## config.mk

```make
export PLATFORM = sky130hd
export DESIGN_NAME = aging_priority_queue
export DESIGN_NICKNAME = d
export VERILOG_FILES = /design/src/rtl/apq_pkg.sv /design/src/rtl/aging_priority_queue.sv /design/src/rtl/apq_ram.sv /design/src/rtl/apq_ctrl.sv /design/src/rtl/apq_dp.sv
export SDC_FILE = /design/constraint.sdc
export NUM_CORES = 1
export LEC_CHECK = 0
export BUFFER_PORTS_ARGS = -buffer_cell sky130_fd_sc_hd__buf_2
export CAP_MARGIN = 20
export CORE_MARGIN = 4
export CORE_UTILIZATION = 59
export CTS_BUF_LIST = sky130_fd_sc_hd__clkbuf_8
export CTS_CLUSTER_SIZE = 24
export DETAILED_ROUTE_END_ITERATION = 7
export PLACE_DENSITY = 0.79
export SETUP_SLACK_MARGIN = 0.5
export SLEW_MARGIN = 15
export SYNTH_ARGS = -nofsm -noshare
export SYNTH_HDL_FRONTEND = slang
export SYNTH_HIERARCHICAL = 1
export SYNTH_SLANG_ARGS = --single-unit
```

## constraint.sdc

```tcl
create_clock -name clock -period 6.8 [get_ports clock]
set_input_delay 0.68 -clock clock [delete_from_list [all_inputs] [get_ports clock]]
set_output_delay 0.68 -clock clock [all_outputs]
set_load 0.01 [all_outputs]
```

## src/rtl/apq_pkg.sv

```systemverilog
// apq_pkg: shared constants, codes and types of the aging priority queue
// used by apq_ctrl, apq_dp and aging_priority_queue; depends on nothing
package apq_pkg;

   // queue geometry
   localparam int QUEUE_DEPTH = 16;
   localparam int IDX_W       = $clog2(QUEUE_DEPTH);
   localparam int CNT_W       = $clog2(QUEUE_DEPTH + 1);
   localparam int OCC_W       = 5;

   // item field widths
   localparam int KIND_W  = 2;
   localparam int BPRIO_W = 8;
   localparam int TAG_W   = 8;
   localparam int PRIO_W  = 16;
   localparam int WAIT_W  = 16;
   localparam int PHASE_W = 8;
   localparam int STAT_W  = 2;
   localparam int CFG_W   = 8;
   localparam int CSR_IDX_W = 1;

   // item kinds
   localparam logic [KIND_W-1:0] KIND_ENQUEUE = 2'd0;
   localparam logic [KIND_W-1:0] KIND_DEQUEUE = 2'd1;
   localparam logic [KIND_W-1:0] KIND_TICK    = 2'd2;

   // result status codes
   localparam logic [STAT_W-1:0] ST_DONE  = 2'd0;
   localparam logic [STAT_W-1:0] ST_FULL  = 2'd1;
   localparam logic [STAT_W-1:0] ST_EMPTY = 2'd2;

   // configuration register indexes
   localparam logic [CSR_IDX_W-1:0] CSR_AGING_INTERVAL = 1'd0;
   localparam logic [CSR_IDX_W-1:0] CSR_AGING_STEP     = 1'd1;

   // configuration reset values
   localparam logic [CFG_W-1:0] INTERVAL_RESET = 8'd2;
   localparam logic [CFG_W-1:0] STEP_RESET     = 8'd20;

   // saturation limits
   localparam logic [PRIO_W-1:0] PRIO_MAX = 16'hFFFF;
   localparam logic [WAIT_W-1:0] WAIT_MAX = 16'hFFFF;

   // one stored entry of the slot ram
   typedef struct packed {
      logic [PRIO_W-1:0]  aged;
      logic [WAIT_W-1:0]  waited;
      logic [PHASE_W-1:0] phase;
      logic [TAG_W-1:0]   tag;
   } entry_type;

   localparam int ENTRY_W = $bits(entry_type);

   // controller to datapath
   typedef struct packed {
      logic             load;
      logic             scan_rd;
      logic [IDX_W-1:0] scan_idx;
      logic             commit;
   } cmd_type;

   // datapath to controller
   typedef struct packed {
      logic out_free;
   } sts_type;

endpackage

```

## src/rtl/aging_priority_queue.sv

```systemverilog
// aging_priority_queue: top level, joins apq_ctrl and apq_dp
// depends on apq_pkg, apq_ctrl, apq_dp (and apq_ram through apq_dp)
//
//   channel  | handshake                  | payload
//   ---------+----------------------------+-----------------------------------------
//   req      | req_valid / req_stall      | req_kind, req_priority_req, req_tag
//   rsp      | rsp_valid / rsp_stall      | rsp_status, rsp_out_tag, rsp_out_priority,
//            |                            | rsp_occupancy
//   csr      | csr_valid / csr_ready      | csr_index, csr_wdata
//
// enqueue and the unused kind pass through capture, then commit
// dequeue and tick pass through capture, a scan that walks the single-read-port
// slot ram one entry a cycle, then drain and commit
// one item is in work at a time; the result register lets the next item in
// while an earlier result waits on rsp_stall, and commit waits for it to free
// reset clears valid bits, counts and config; the slot ram needs no clearing
// csr writes are always taken (csr_ready high)
module aging_priority_queue (
   input  logic                            clock,
   input  logic                            reset,
   input  logic                            req_valid,
   output logic                            req_stall,
   input  logic [apq_pkg::KIND_W-1:0]      req_kind,
   input  logic [apq_pkg::BPRIO_W-1:0]     req_priority_req,
   input  logic [apq_pkg::TAG_W-1:0]       req_tag,
   output logic                            rsp_valid,
   input  logic                            rsp_stall,
   output logic [apq_pkg::STAT_W-1:0]      rsp_status,
   output logic [apq_pkg::TAG_W-1:0]       rsp_out_tag,
   output logic [apq_pkg::PRIO_W-1:0]      rsp_out_priority,
   output logic [apq_pkg::OCC_W-1:0]       rsp_occupancy,
   input  logic                            csr_valid,
   output logic                            csr_ready,
   input  logic [apq_pkg::CSR_IDX_W-1:0]   csr_index,
   input  logic [apq_pkg::CFG_W-1:0]       csr_wdata
);

   apq_pkg::cmd_type cmd;
   apq_pkg::sts_type sts;

   assign csr_ready = 1'b1;

   // sequencer
   apq_ctrl u_ctrl (
      .clock     (clock),
      .reset     (reset),
      .req_valid (req_valid),
      .req_kind  (req_kind),
      .req_stall (req_stall),
      .cmd       (cmd),
      .sts       (sts)
   );

   // datapath
   apq_dp u_dp (
      .clock            (clock),
      .reset            (reset),
      .cmd              (cmd),
      .sts              (sts),
      .req_kind         (req_kind),
      .req_priority_req (req_priority_req),
      .req_tag          (req_tag),
      .csr_valid        (csr_valid && csr_ready),
      .csr_index        (csr_index),
      .csr_wdata        (csr_wdata),
      .rsp_valid        (rsp_valid),
      .rsp_stall        (rsp_stall),
      .rsp_status       (rsp_status),
      .rsp_out_tag      (rsp_out_tag),
      .rsp_out_priority (rsp_out_priority),
      .rsp_occupancy    (rsp_occupancy)
   );

   // an accepted item blocks the input until its result is committed
   a_busy_after_accept: assert property (@(posedge clock) disable iff (reset)
      (req_valid && !req_stall) |=> req_stall)
      else $error("input taken twice without a result in between");

   // a full rejection reports a full queue
   a_full_occ: assert property (@(posedge clock) disable iff (reset)
      (rsp_valid && rsp_status == apq_pkg::ST_FULL)
         |-> (rsp_occupancy == apq_pkg::OCC_W'(apq_pkg::QUEUE_DEPTH)))
      else $error("full status with queue not full");

   // an empty dequeue reports an empty queue and zero payload
   a_empty_occ: assert property (@(posedge clock) disable iff (reset)
      (rsp_valid && rsp_status == apq_pkg::ST_EMPTY)
         |-> (rsp_occupancy == '0 && rsp_out_tag == '0 && rsp_out_priority == '0))
      else $error("empty status with entries held or payload set");

   // occupancy never exceeds the capacity
   a_occ_bound: assert property (@(posedge clock) disable iff (reset)
      rsp_valid |-> (rsp_occupancy <= apq_pkg::OCC_W'(apq_pkg::QUEUE_DEPTH)))
      else $error("occupancy beyond capacity");

endmodule

```

## src/rtl/apq_ram.sv

```systemverilog
// apq_ram: generic single write port, single read port ram with registered read
// depends on nothing
module apq_ram #(
   parameter int WIDTH = 8,
   parameter int DEPTH = 16
) (
   input  logic                     clock,
   input  logic                     wr_en,
   input  logic [$clog2(DEPTH)-1:0] wr_addr,
   input  logic [WIDTH-1:0]         wr_data,
   input  logic [$clog2(DEPTH)-1:0] rd_addr,
   output logic [WIDTH-1:0]         rd_data
);

   logic [WIDTH-1:0] mem_ff [DEPTH];
   logic [WIDTH-1:0] rd_data_ff;

   // write port and registered read port
   always_ff @(posedge clock) begin
      if (wr_en) begin
         mem_ff[wr_addr] <= wr_data;
      end
      rd_data_ff <= mem_ff[rd_addr];
   end

   assign rd_data = rd_data_ff;

endmodule

```

## src/rtl/apq_ctrl.sv

```systemverilog
// apq_ctrl: sequencer of the aging priority queue, steps the slot scan
// depends on apq_pkg; drives apq_dp through cmd_type and reads sts_type
module apq_ctrl (
   input  logic                         clock,
   input  logic                         reset,
   input  logic                         req_valid,
   input  logic [apq_pkg::KIND_W-1:0]   req_kind,
   output logic                         req_stall,
   output apq_pkg::cmd_type             cmd,
   input  apq_pkg::sts_type             sts
);

   typedef enum logic [1:0] {
      S_IDLE,
      S_SCAN,
      S_FINISH
   } state_type;

   state_type                  state_ff;
   logic [apq_pkg::CNT_W-1:0]  cnt_ff;
   logic                       accept;
   logic                       scan_end;

   assign accept   = req_valid && (state_ff == S_IDLE);
   assign scan_end = (cnt_ff == apq_pkg::CNT_W'(apq_pkg::QUEUE_DEPTH));

   // state and scan counter
   always_ff @(posedge clock) begin
      if (reset) begin
         state_ff <= S_IDLE;
         cnt_ff   <= '0;
      end else begin
         unique case (state_ff)
            S_IDLE: begin
               cnt_ff <= '0;
               if (req_valid) begin
                  if (req_kind == apq_pkg::KIND_DEQUEUE || req_kind == apq_pkg::KIND_TICK) begin
                     state_ff <= S_SCAN;
                  end else begin
                     state_ff <= S_FINISH;
                  end
               end
            end
            S_SCAN: begin
               // last read data is consumed in the cycle the count hits depth
               if (scan_end) begin
                  state_ff <= S_FINISH;
               end else begin
                  cnt_ff <= cnt_ff + 1'b1;
               end
            end
            S_FINISH: begin
               if (sts.out_free) begin
                  state_ff <= S_IDLE;
               end
            end
            default: state_ff <= S_IDLE;
         endcase
      end
   end

   // commands
   assign req_stall    = (state_ff != S_IDLE);
   assign cmd.load     = accept;
   assign cmd.scan_rd  = (state_ff == S_SCAN) && !scan_end;
   assign cmd.scan_idx = cnt_ff[apq_pkg::IDX_W-1:0];
   assign cmd.commit   = (state_ff == S_FINISH) && sts.out_free;

endmodule

```

## src/rtl/apq_dp.sv

```systemverilog
// apq_dp: datapath of the aging priority queue: slot ram, valid bits,
// best-entry tracking, aging update, config and result registers
// depends on apq_pkg and apq_ram
module apq_dp (
   input  logic                            clock,
   input  logic                            reset,
   input  apq_pkg::cmd_type                cmd,
   output apq_pkg::sts_type                sts,
   input  logic [apq_pkg::KIND_W-1:0]      req_kind,
   input  logic [apq_pkg::BPRIO_W-1:0]     req_priority_req,
   input  logic [apq_pkg::TAG_W-1:0]       req_tag,
   input  logic                            csr_valid,
   input  logic [apq_pkg::CSR_IDX_W-1:0]   csr_index,
   input  logic [apq_pkg::CFG_W-1:0]       csr_wdata,
   output logic                            rsp_valid,
   input  logic                            rsp_stall,
   output logic [apq_pkg::STAT_W-1:0]      rsp_status,
   output logic [apq_pkg::TAG_W-1:0]       rsp_out_tag,
   output logic [apq_pkg::PRIO_W-1:0]      rsp_out_priority,
   output logic [apq_pkg::OCC_W-1:0]       rsp_occupancy
);

   // item registers
   logic [apq_pkg::KIND_W-1:0]  kind_ff;
   logic [apq_pkg::BPRIO_W-1:0] prio_ff;
   logic [apq_pkg::TAG_W-1:0]   tag_ff;

   // configuration
   logic [apq_pkg::CFG_W-1:0] interval_ff;
   logic [apq_pkg::CFG_W-1:0] step_ff;

   // occupancy state
   logic [apq_pkg::QUEUE_DEPTH-1:0] valid_ff;
   logic [apq_pkg::CNT_W-1:0]       occ_ff;

   // scan stage
   logic                      stg_vld_ff;
   logic [apq_pkg::IDX_W-1:0] stg_idx_ff;

   // best entry so far
   logic                       best_found_ff;
   logic [apq_pkg::IDX_W-1:0]  best_idx_ff;
   logic [apq_pkg::PRIO_W-1:0] best_prio_ff;
   logic [apq_pkg::WAIT_W-1:0] best_wait_ff;
   logic [apq_pkg::TAG_W-1:0]  best_tag_ff;

   // result register
   logic                       rsp_valid_ff;
   logic [apq_pkg::STAT_W-1:0] rsp_status_ff;
   logic [apq_pkg::TAG_W-1:0]  rsp_tag_ff;
   logic [apq_pkg::PRIO_W-1:0] rsp_prio_ff;
   logic [apq_pkg::OCC_W-1:0]  rsp_occ_ff;

   // ram ports
   logic                      ram_wr_en;
   logic [apq_pkg::IDX_W-1:0] ram_wr_addr;
   apq_pkg::entry_type        ram_wr_data;
   apq_pkg::entry_type        ram_rd_data;

   // combinational helpers
   logic [apq_pkg::IDX_W-1:0]   free_idx;
   logic                        full;
   logic                        stg_live;
   logic                        better;
   logic                        do_enq;
   logic                        do_deq;
   logic [apq_pkg::PHASE_W:0]   phase_inc;
   logic [apq_pkg::PRIO_W:0]    prio_sum;
   apq_pkg::entry_type          aged_entry;
   logic [apq_pkg::CNT_W-1:0]   occ_in;
   logic [apq_pkg::STAT_W-1:0]  status_in;

   assign sts.out_free = !rsp_valid_ff || !rsp_stall;

   // lowest free slot
   always_comb begin
      free_idx = '0;
      for (int i = apq_pkg::QUEUE_DEPTH - 1; i >= 0; i--) begin
         if (!valid_ff[i]) begin
            free_idx = apq_pkg::IDX_W'(i);
         end
      end
   end

   assign full     = &valid_ff;
   assign stg_live = stg_vld_ff && valid_ff[stg_idx_ff];
   assign do_enq   = cmd.commit && (kind_ff == apq_pkg::KIND_ENQUEUE) && !full;
   assign do_deq   = cmd.commit && (kind_ff == apq_pkg::KIND_DEQUEUE) && best_found_ff;

   // tie-break: higher aged priority, then longer wait, then earlier slot
   assign better = !best_found_ff
                || (ram_rd_data.aged > best_prio_ff)
                || ((ram_rd_data.aged == best_prio_ff) && (ram_rd_data.waited > best_wait_ff));

   // aging update of one entry
   always_comb begin
      aged_entry = ram_rd_data;
      if (ram_rd_data.waited != apq_pkg::WAIT_MAX) begin
         aged_entry.waited = ram_rd_data.waited + 1'b1;
      end
      phase_inc = {1'b0, ram_rd_data.phase} + 1'b1;
      prio_sum  = {1'b0, ram_rd_data.aged} + {{(apq_pkg::PRIO_W + 1 - apq_pkg::CFG_W){1'b0}}, step_ff};
      if (phase_inc >= {1'b0, interval_ff}) begin
         aged_entry.phase = '0;
         aged_entry.aged  = prio_sum[apq_pkg::PRIO_W] ? apq_pkg::PRIO_MAX
                                                      : prio_sum[apq_pkg::PRIO_W-1:0];
      end else begin
         aged_entry.phase = phase_inc[apq_pkg::PHASE_W-1:0];
      end
   end

   // ram write select: new entry on enqueue, aged entry during a tick scan
   always_comb begin
      ram_wr_en   = 1'b0;
      ram_wr_addr = stg_idx_ff;
      ram_wr_data = aged_entry;
      if (do_enq) begin
         ram_wr_en          = 1'b1;
         ram_wr_addr        = free_idx;
         ram_wr_data.aged   = {{(apq_pkg::PRIO_W - apq_pkg::BPRIO_W){1'b0}}, prio_ff};
         ram_wr_data.waited = '0;
         ram_wr_data.phase  = '0;
         ram_wr_data.tag    = tag_ff;
      end else if (stg_live && (kind_ff == apq_pkg::KIND_TICK)) begin
         ram_wr_en = 1'b1;
      end
   end

   apq_ram #(
      .WIDTH (apq_pkg::ENTRY_W),
      .DEPTH (apq_pkg::QUEUE_DEPTH)
   ) u_slot_ram (
      .clock   (clock),
      .wr_en   (ram_wr_en),
      .wr_addr (ram_wr_addr),
      .wr_data (ram_wr_data),
      .rd_addr (cmd.scan_idx),
      .rd_data (ram_rd_data)
   );

   // result fields
   always_comb begin
      occ_in    = occ_ff;
      status_in = apq_pkg::ST_DONE;
      if (do_enq) begin
         occ_in = occ_ff + 1'b1;
      end else if (do_deq) begin
         occ_in = occ_ff - 1'b1;
      end
      if ((kind_ff == apq_pkg::KIND_ENQUEUE) && full) begin
         status_in = apq_pkg::ST_FULL;
      end else if ((kind_ff == apq_pkg::KIND_DEQUEUE) && !best_found_ff) begin
         status_in = apq_pkg::ST_EMPTY;
      end
   end

   // item capture
   always_ff @(posedge clock) begin
      if (cmd.load) begin
         kind_ff <= req_kind;
         prio_ff <= req_priority_req;
         tag_ff  <= req_tag;
      end
   end

   // configuration registers
   always_ff @(posedge clock) begin
      if (reset) begin
         interval_ff <= apq_pkg::INTERVAL_RESET;
         step_ff     <= apq_pkg::STEP_RESET;
      end else if (csr_valid) begin
         unique case (csr_index)
            apq_pkg::CSR_AGING_INTERVAL: interval_ff <= csr_wdata;
            apq_pkg::CSR_AGING_STEP:     step_ff     <= csr_wdata;
            default: ;
         endcase
      end
   end

   // valid bits, occupancy and scan stage
   always_ff @(posedge clock) begin
      if (reset) begin
         valid_ff   <= '0;
         occ_ff     <= '0;
         stg_vld_ff <= 1'b0;
      end else begin
         stg_vld_ff <= cmd.scan_rd;
         occ_ff     <= occ_in;
         if (do_enq) begin
            valid_ff[free_idx] <= 1'b1;
         end else if (do_deq) begin
            valid_ff[best_idx_ff] <= 1'b0;
         end
      end
   end

   always_ff @(posedge clock) begin
      stg_idx_ff <= cmd.scan_idx;
   end

   // best-entry tracking over the dequeue scan
   always_ff @(posedge clock) begin
      if (reset) begin
         best_found_ff <= 1'b0;
      end else if (cmd.load) begin
         best_found_ff <= 1'b0;
      end else if (stg_live && (kind_ff == apq_pkg::KIND_DEQUEUE) && better) begin
         best_found_ff <= 1'b1;
      end
   end

   always_ff @(posedge clock) begin
      if (stg_live && (kind_ff == apq_pkg::KIND_DEQUEUE) && better) begin
         best_idx_ff  <= stg_idx_ff;
         best_prio_ff <= ram_rd_data.aged;
         best_wait_ff <= ram_rd_data.waited;
         best_tag_ff  <= ram_rd_data.tag;
      end
   end

   // result register
   always_ff @(posedge clock) begin
      if (reset) begin
         rsp_valid_ff <= 1'b0;
      end else if (cmd.commit) begin
         rsp_valid_ff <= 1'b1;
      end else if (!rsp_stall) begin
         rsp_valid_ff <= 1'b0;
      end
   end

   always_ff @(posedge clock) begin
      if (cmd.commit) begin
         rsp_status_ff <= status_in;
         rsp_tag_ff    <= do_deq ? best_tag_ff : '0;
         rsp_prio_ff   <= do_deq ? best_prio_ff : '0;
         rsp_occ_ff    <= apq_pkg::OCC_W'(occ_in);
      end
   end

   assign rsp_valid        = rsp_valid_ff;
   assign rsp_status       = rsp_status_ff;
   assign rsp_out_tag      = rsp_tag_ff;
   assign rsp_out_priority = rsp_prio_ff;
   assign rsp_occupancy    = rsp_occ_ff;

endmodule
```

==> out/metrics.csv <==
stage,metric,value,unit
placement,dp_hpwl,47.4,mm
setup_path,crit_type,reg -> reg,
sta,rsz0062_at_grt,no,
detailed_routing,vias,20200,
setup_path,cp.arrival,5.20,ns
clock_tree,cts_buffers,150,
global_routing,grt_pass1_vias,20800,
yosys,ys_ff_latch,960,
yosys,synth_compound_area_share,4.79,%
layout,nNetsFinal,2323,
yosys,synthMuxAreaShare,11.8,%
sta,slew_headroom,24.5,%
sta,fin_tns_setup,0,ns
setup_path,cp_top_family,simple AND/OR/NAND/NOR gates,
power_and_ir_drop,comb_power_share,5.6,%
floorplan,start_util,59.6,%
yosys,ys_warn_count,6,
floorplan,rows,92,
layout,drive_gt1_share,23.3,%
floorplan,die_w,260,um
setup_path,cp-start-kind,flip-flop,
yosys,synth-xor-area-share,0.605,%
placement,io_buffer_count,64,
detailed_routing,drc_errors,0,
power_and_ir_drop,power.total,11.9,mW
yosys,synth-adder-area-share,1.85,%
layout,area_growth,12.0,%
min_path,hold_path_class,in -> reg,
yosys,synth-seq-area-share,74.0,%
yosys,ys.flop_type,edfxtp_1,
power_and_ir_drop,ir_drop,0.000202,V
global_routing,grt_max_degree,77,
power_and_ir_drop,power_density,282,nW/um^2
sta,fmax,209,MHz
yosys,synth.avg_cell_area,18.3,sq um
setup_path,cp_slowest_cell,nor2_4,
yosys,synth_area,37600,sq um
power_and_ir_drop,power.share.switching,22.2,%
floorplan,die_area,67800,sq um
outcome,status,"finished, final reports clean",
setup_path,path_common_cell,nand2_1,
power_and_ir_drop,seq_power_share,56.2,%
clock_tree,cts_tree,built,
detailed_routing,wl_per_cell,25.6,um
detailed_routing,firstDrtPassIters,6,
sta,finClkSkew,0.0312,ns
yosys,yosys.area.top_type,edfxtp_1,
detailed_routing,wl,82.0,mm
clock_tree,cts_max_path_buffers,3,
sta,holdWs,0.0649,ns
setup_path,critPathMaxFanout,27,
detailed_routing,viasPerCell,6.31,
sta,setup_viol,0,
floorplan,floorplan.core_area,63100,sq um
power_and_ir_drop,p_int,9.24,mW
clock_tree,cts_hold_buffers,4,
clock_tree,cts_resized,0,
yosys,synth_top_family_by_area,multiplexers,
sta,worst_pin_slew,1.13,ns
clock_tree,root_buffer,clkbuf_8,
sta,period_needed,4.78,ns
yosys,synthSimpleGateAreaFrac,5.11,%
setup_path,cp.buffers_inverters,2,
global_routing,grt_pass1_wl,125,mm
clock_tree,postCtsSetupRepairBufs,0,
power_and_ir_drop,power.leakage,13.9,nW
power_and_ir_drop,clockPowerShare,38.2,%
yosys,synth-async-reset-ratio,0,%
power_and_ir_drop,switchingPower,2.64,mW
yosys,synth_top_area_share,68.7,%
global_routing,grt_overflow,0,
run,drv_cap,0,
setup_path,critPathRequiredTime,7.22,ns
sta,hold_violations,0,
clock_tree,cts_max_level,4,
yosys,synth_edf_count,861,
detailed_routing,antenna_left,0,
sta,min_period_over_period,70.2,%
setup_path,end_kind,flip-flop,
floorplan,pin_count,66,
sta,slew_violations,0,
clock_tree,clock-sinks,960,
yosys,ys_types,73,
global_routing,antenna_found_initial,1,
global_routing,gr-usage-all-layers,24.7,%
yosys,synthCells,2056,
yosys,synth_area_leaders,"edfxtp_1 (69%), mux4_2 (12%), dfxtp_1 (5.3%), a22oi_1 (1.9%), ha_1 (1.8%)",
detailed_routing,drt_iter0_markers,2815,
placement,globalplace.congestion,0.846,
placement,dp_slack,1.66,ns
yosys,synth_nets,2143,
sta,setup_slack,2.02,ns
clock_tree,path_clk_slew,0.06,ns
setup_path,path_cells,and3b_1 > buf_4 > nor3b_1 > nand2_1 > nand2_1 > nand2_1 > nand2b_1 > nor2_4 > buf_4,
floorplan,die_h,260,um
setup_path,max_stage_delay,0.80,ns
clock_tree,clock_latency,0.81,ns
==> final timing paths <==
| path | startpoint | endpoint | slack (ns) | cells past startpoint |
|---|---|---|---|---|
| worst min-delay path | req_tag[7] | u_dp/tag_ff[7] | 0.06 | 1 |
| worst max register to register | u_ctrl/state_ff[1] | u_dp/u_slot_ram/mem_ff[1][22] | 2.02 | 9 |
| worst min register to register | u_dp/u_slot_ram/rd_data[0] | u_dp/best_tag_ff[0] | 0.43 | 0 |
| worst max-delay path | u_ctrl/state_ff[1] | u_dp/u_slot_ram/mem_ff[1][22] | 2.02 | 9 |
==> metrics by stage <==
step / area (sq um) / cells / utilization [%]
6_report: 42100 / 3206 / 66.8
5_1_grt: 42100 / 3205 / 66.8
4_1_cts: 42000 / 3197 / 66.6
3_5_place_dp: 39100 / 2919 / 62.0
3_3_place_gp: 39100 / 2918 / 62.0
2_1_floorplan: 37600 / 2056 / -
==> routing by layer <==
metal / wire (um) / global-route usage [%]
met2: 40200 / 39.3
met4: 2140 / 7.95
met1: 32300 / 34.8
met5: 0 / 0
met3: 7350 / 5.23
==> cell families after synthesis <==
family / Yosys count
AND/OR/NAND/NOR: 396
adder cells (fa/ha/maj): 55
other: 1
buffers and inverters: 149
flip-flops: 960
AO/OA/AOI/OAI: 269
XOR/XNOR: 26
multiplexers: 200
==> Yosys cell counts, types with 12 or more instances <==
cell type,number
edfxtp_1,861
mux4_2,196
nand2_1,154
dfxtp_1,99
a22oi_1,97
nor2_1,78
a21oi_1,58
inv_1,56
ha_1,54
clkbuf_1,36
nand3_1,32
o21ai_0,27
buf_4,24
nor2b_1,20
nor3_1,20
buf_1,18
xnor2_1,18
nand4_1,17
o21ai_1,17
buf_2,15
and2_1,13
and3_1,12
nand2b_1,12
==> cells in the final DEF, fill, tap and decap left out, drive strengths merged, types with 12 or more instances in the layout <==
| cell | count |
|---|---|
| nand2 | 155 |
| nor2b | 21 |
| xnor2 | 18 |
| a21oi | 59 |
| nand2b | 13 |
| nor2 | 78 |
| and3 | 12 |
| and2 | 13 |
| nand4 | 17 |
| edfxtp | 861 |
| dfxtp | 99 |
| a22oi | 97 |
| mux4 | 196 |
| nor3 | 20 |
| clkbuf | 171 |
| clkinv | 20 |
| nand3 | 32 |
| inv | 132 |
| o21ai | 45 |
| buf | 115 |
| ha | 54 |
==> area by class of cell <==
class	instances	area, sq um
Antenna cell	2	5.00
Tap cell	846	1060
Inverter	56	210
Fill cell	4002	21000
Clock inverter	105	526
Sequential cell	960	27800
Timing Repair Buffer	121	828
Multi-Input combinational cell	947	9320
Clock buffer	169	2330
==> sequential cells by signal (all words and copies together), names as in the netlist, 2 cells and up <==
signal,count
u_ctrl/cnt_ff,5
u_ctrl/state_ff,2
u_dp/best_idx_ff,4
u_dp/best_prio_ff,16
u_dp/best_tag_ff,8
u_dp/best_wait_ff,16
u_dp/interval_ff,8
u_dp/kind_ff,2
u_dp/occ_ff,5
u_dp/prio_ff,8
u_dp/rsp_occupancy,5
u_dp/rsp_out_priority,16
u_dp/rsp_out_tag,8
u_dp/rsp_status,2
u_dp/step_ff,8
u_dp/stg_idx_ff,4
u_dp/tag_ff,8
u_dp/u_slot_ram/mem_ff,768
u_dp/u_slot_ram/rd_data,48
u_dp/valid_ff,16
==> power groups by stage <==
| stage | clock network [mW] | registers (mW) | logic [mW] |
|---|---|---|---|
| 6_report | 4.54 | 6.68 | 0.665 |
| 3_3_place_gp | 0 | 6.80 | 0.617 |
| 2_1_floorplan | 0 | 6.78 | 0.453 |
| 4_1_cts | 4.62 | 6.68 | 0.656 |
| 3_5_place_dp | 0 | 6.80 | 0.652 |
| 5_1_grt | 4.92 | 6.68 | 0.732 |
(Power assumes the default switching activity.)
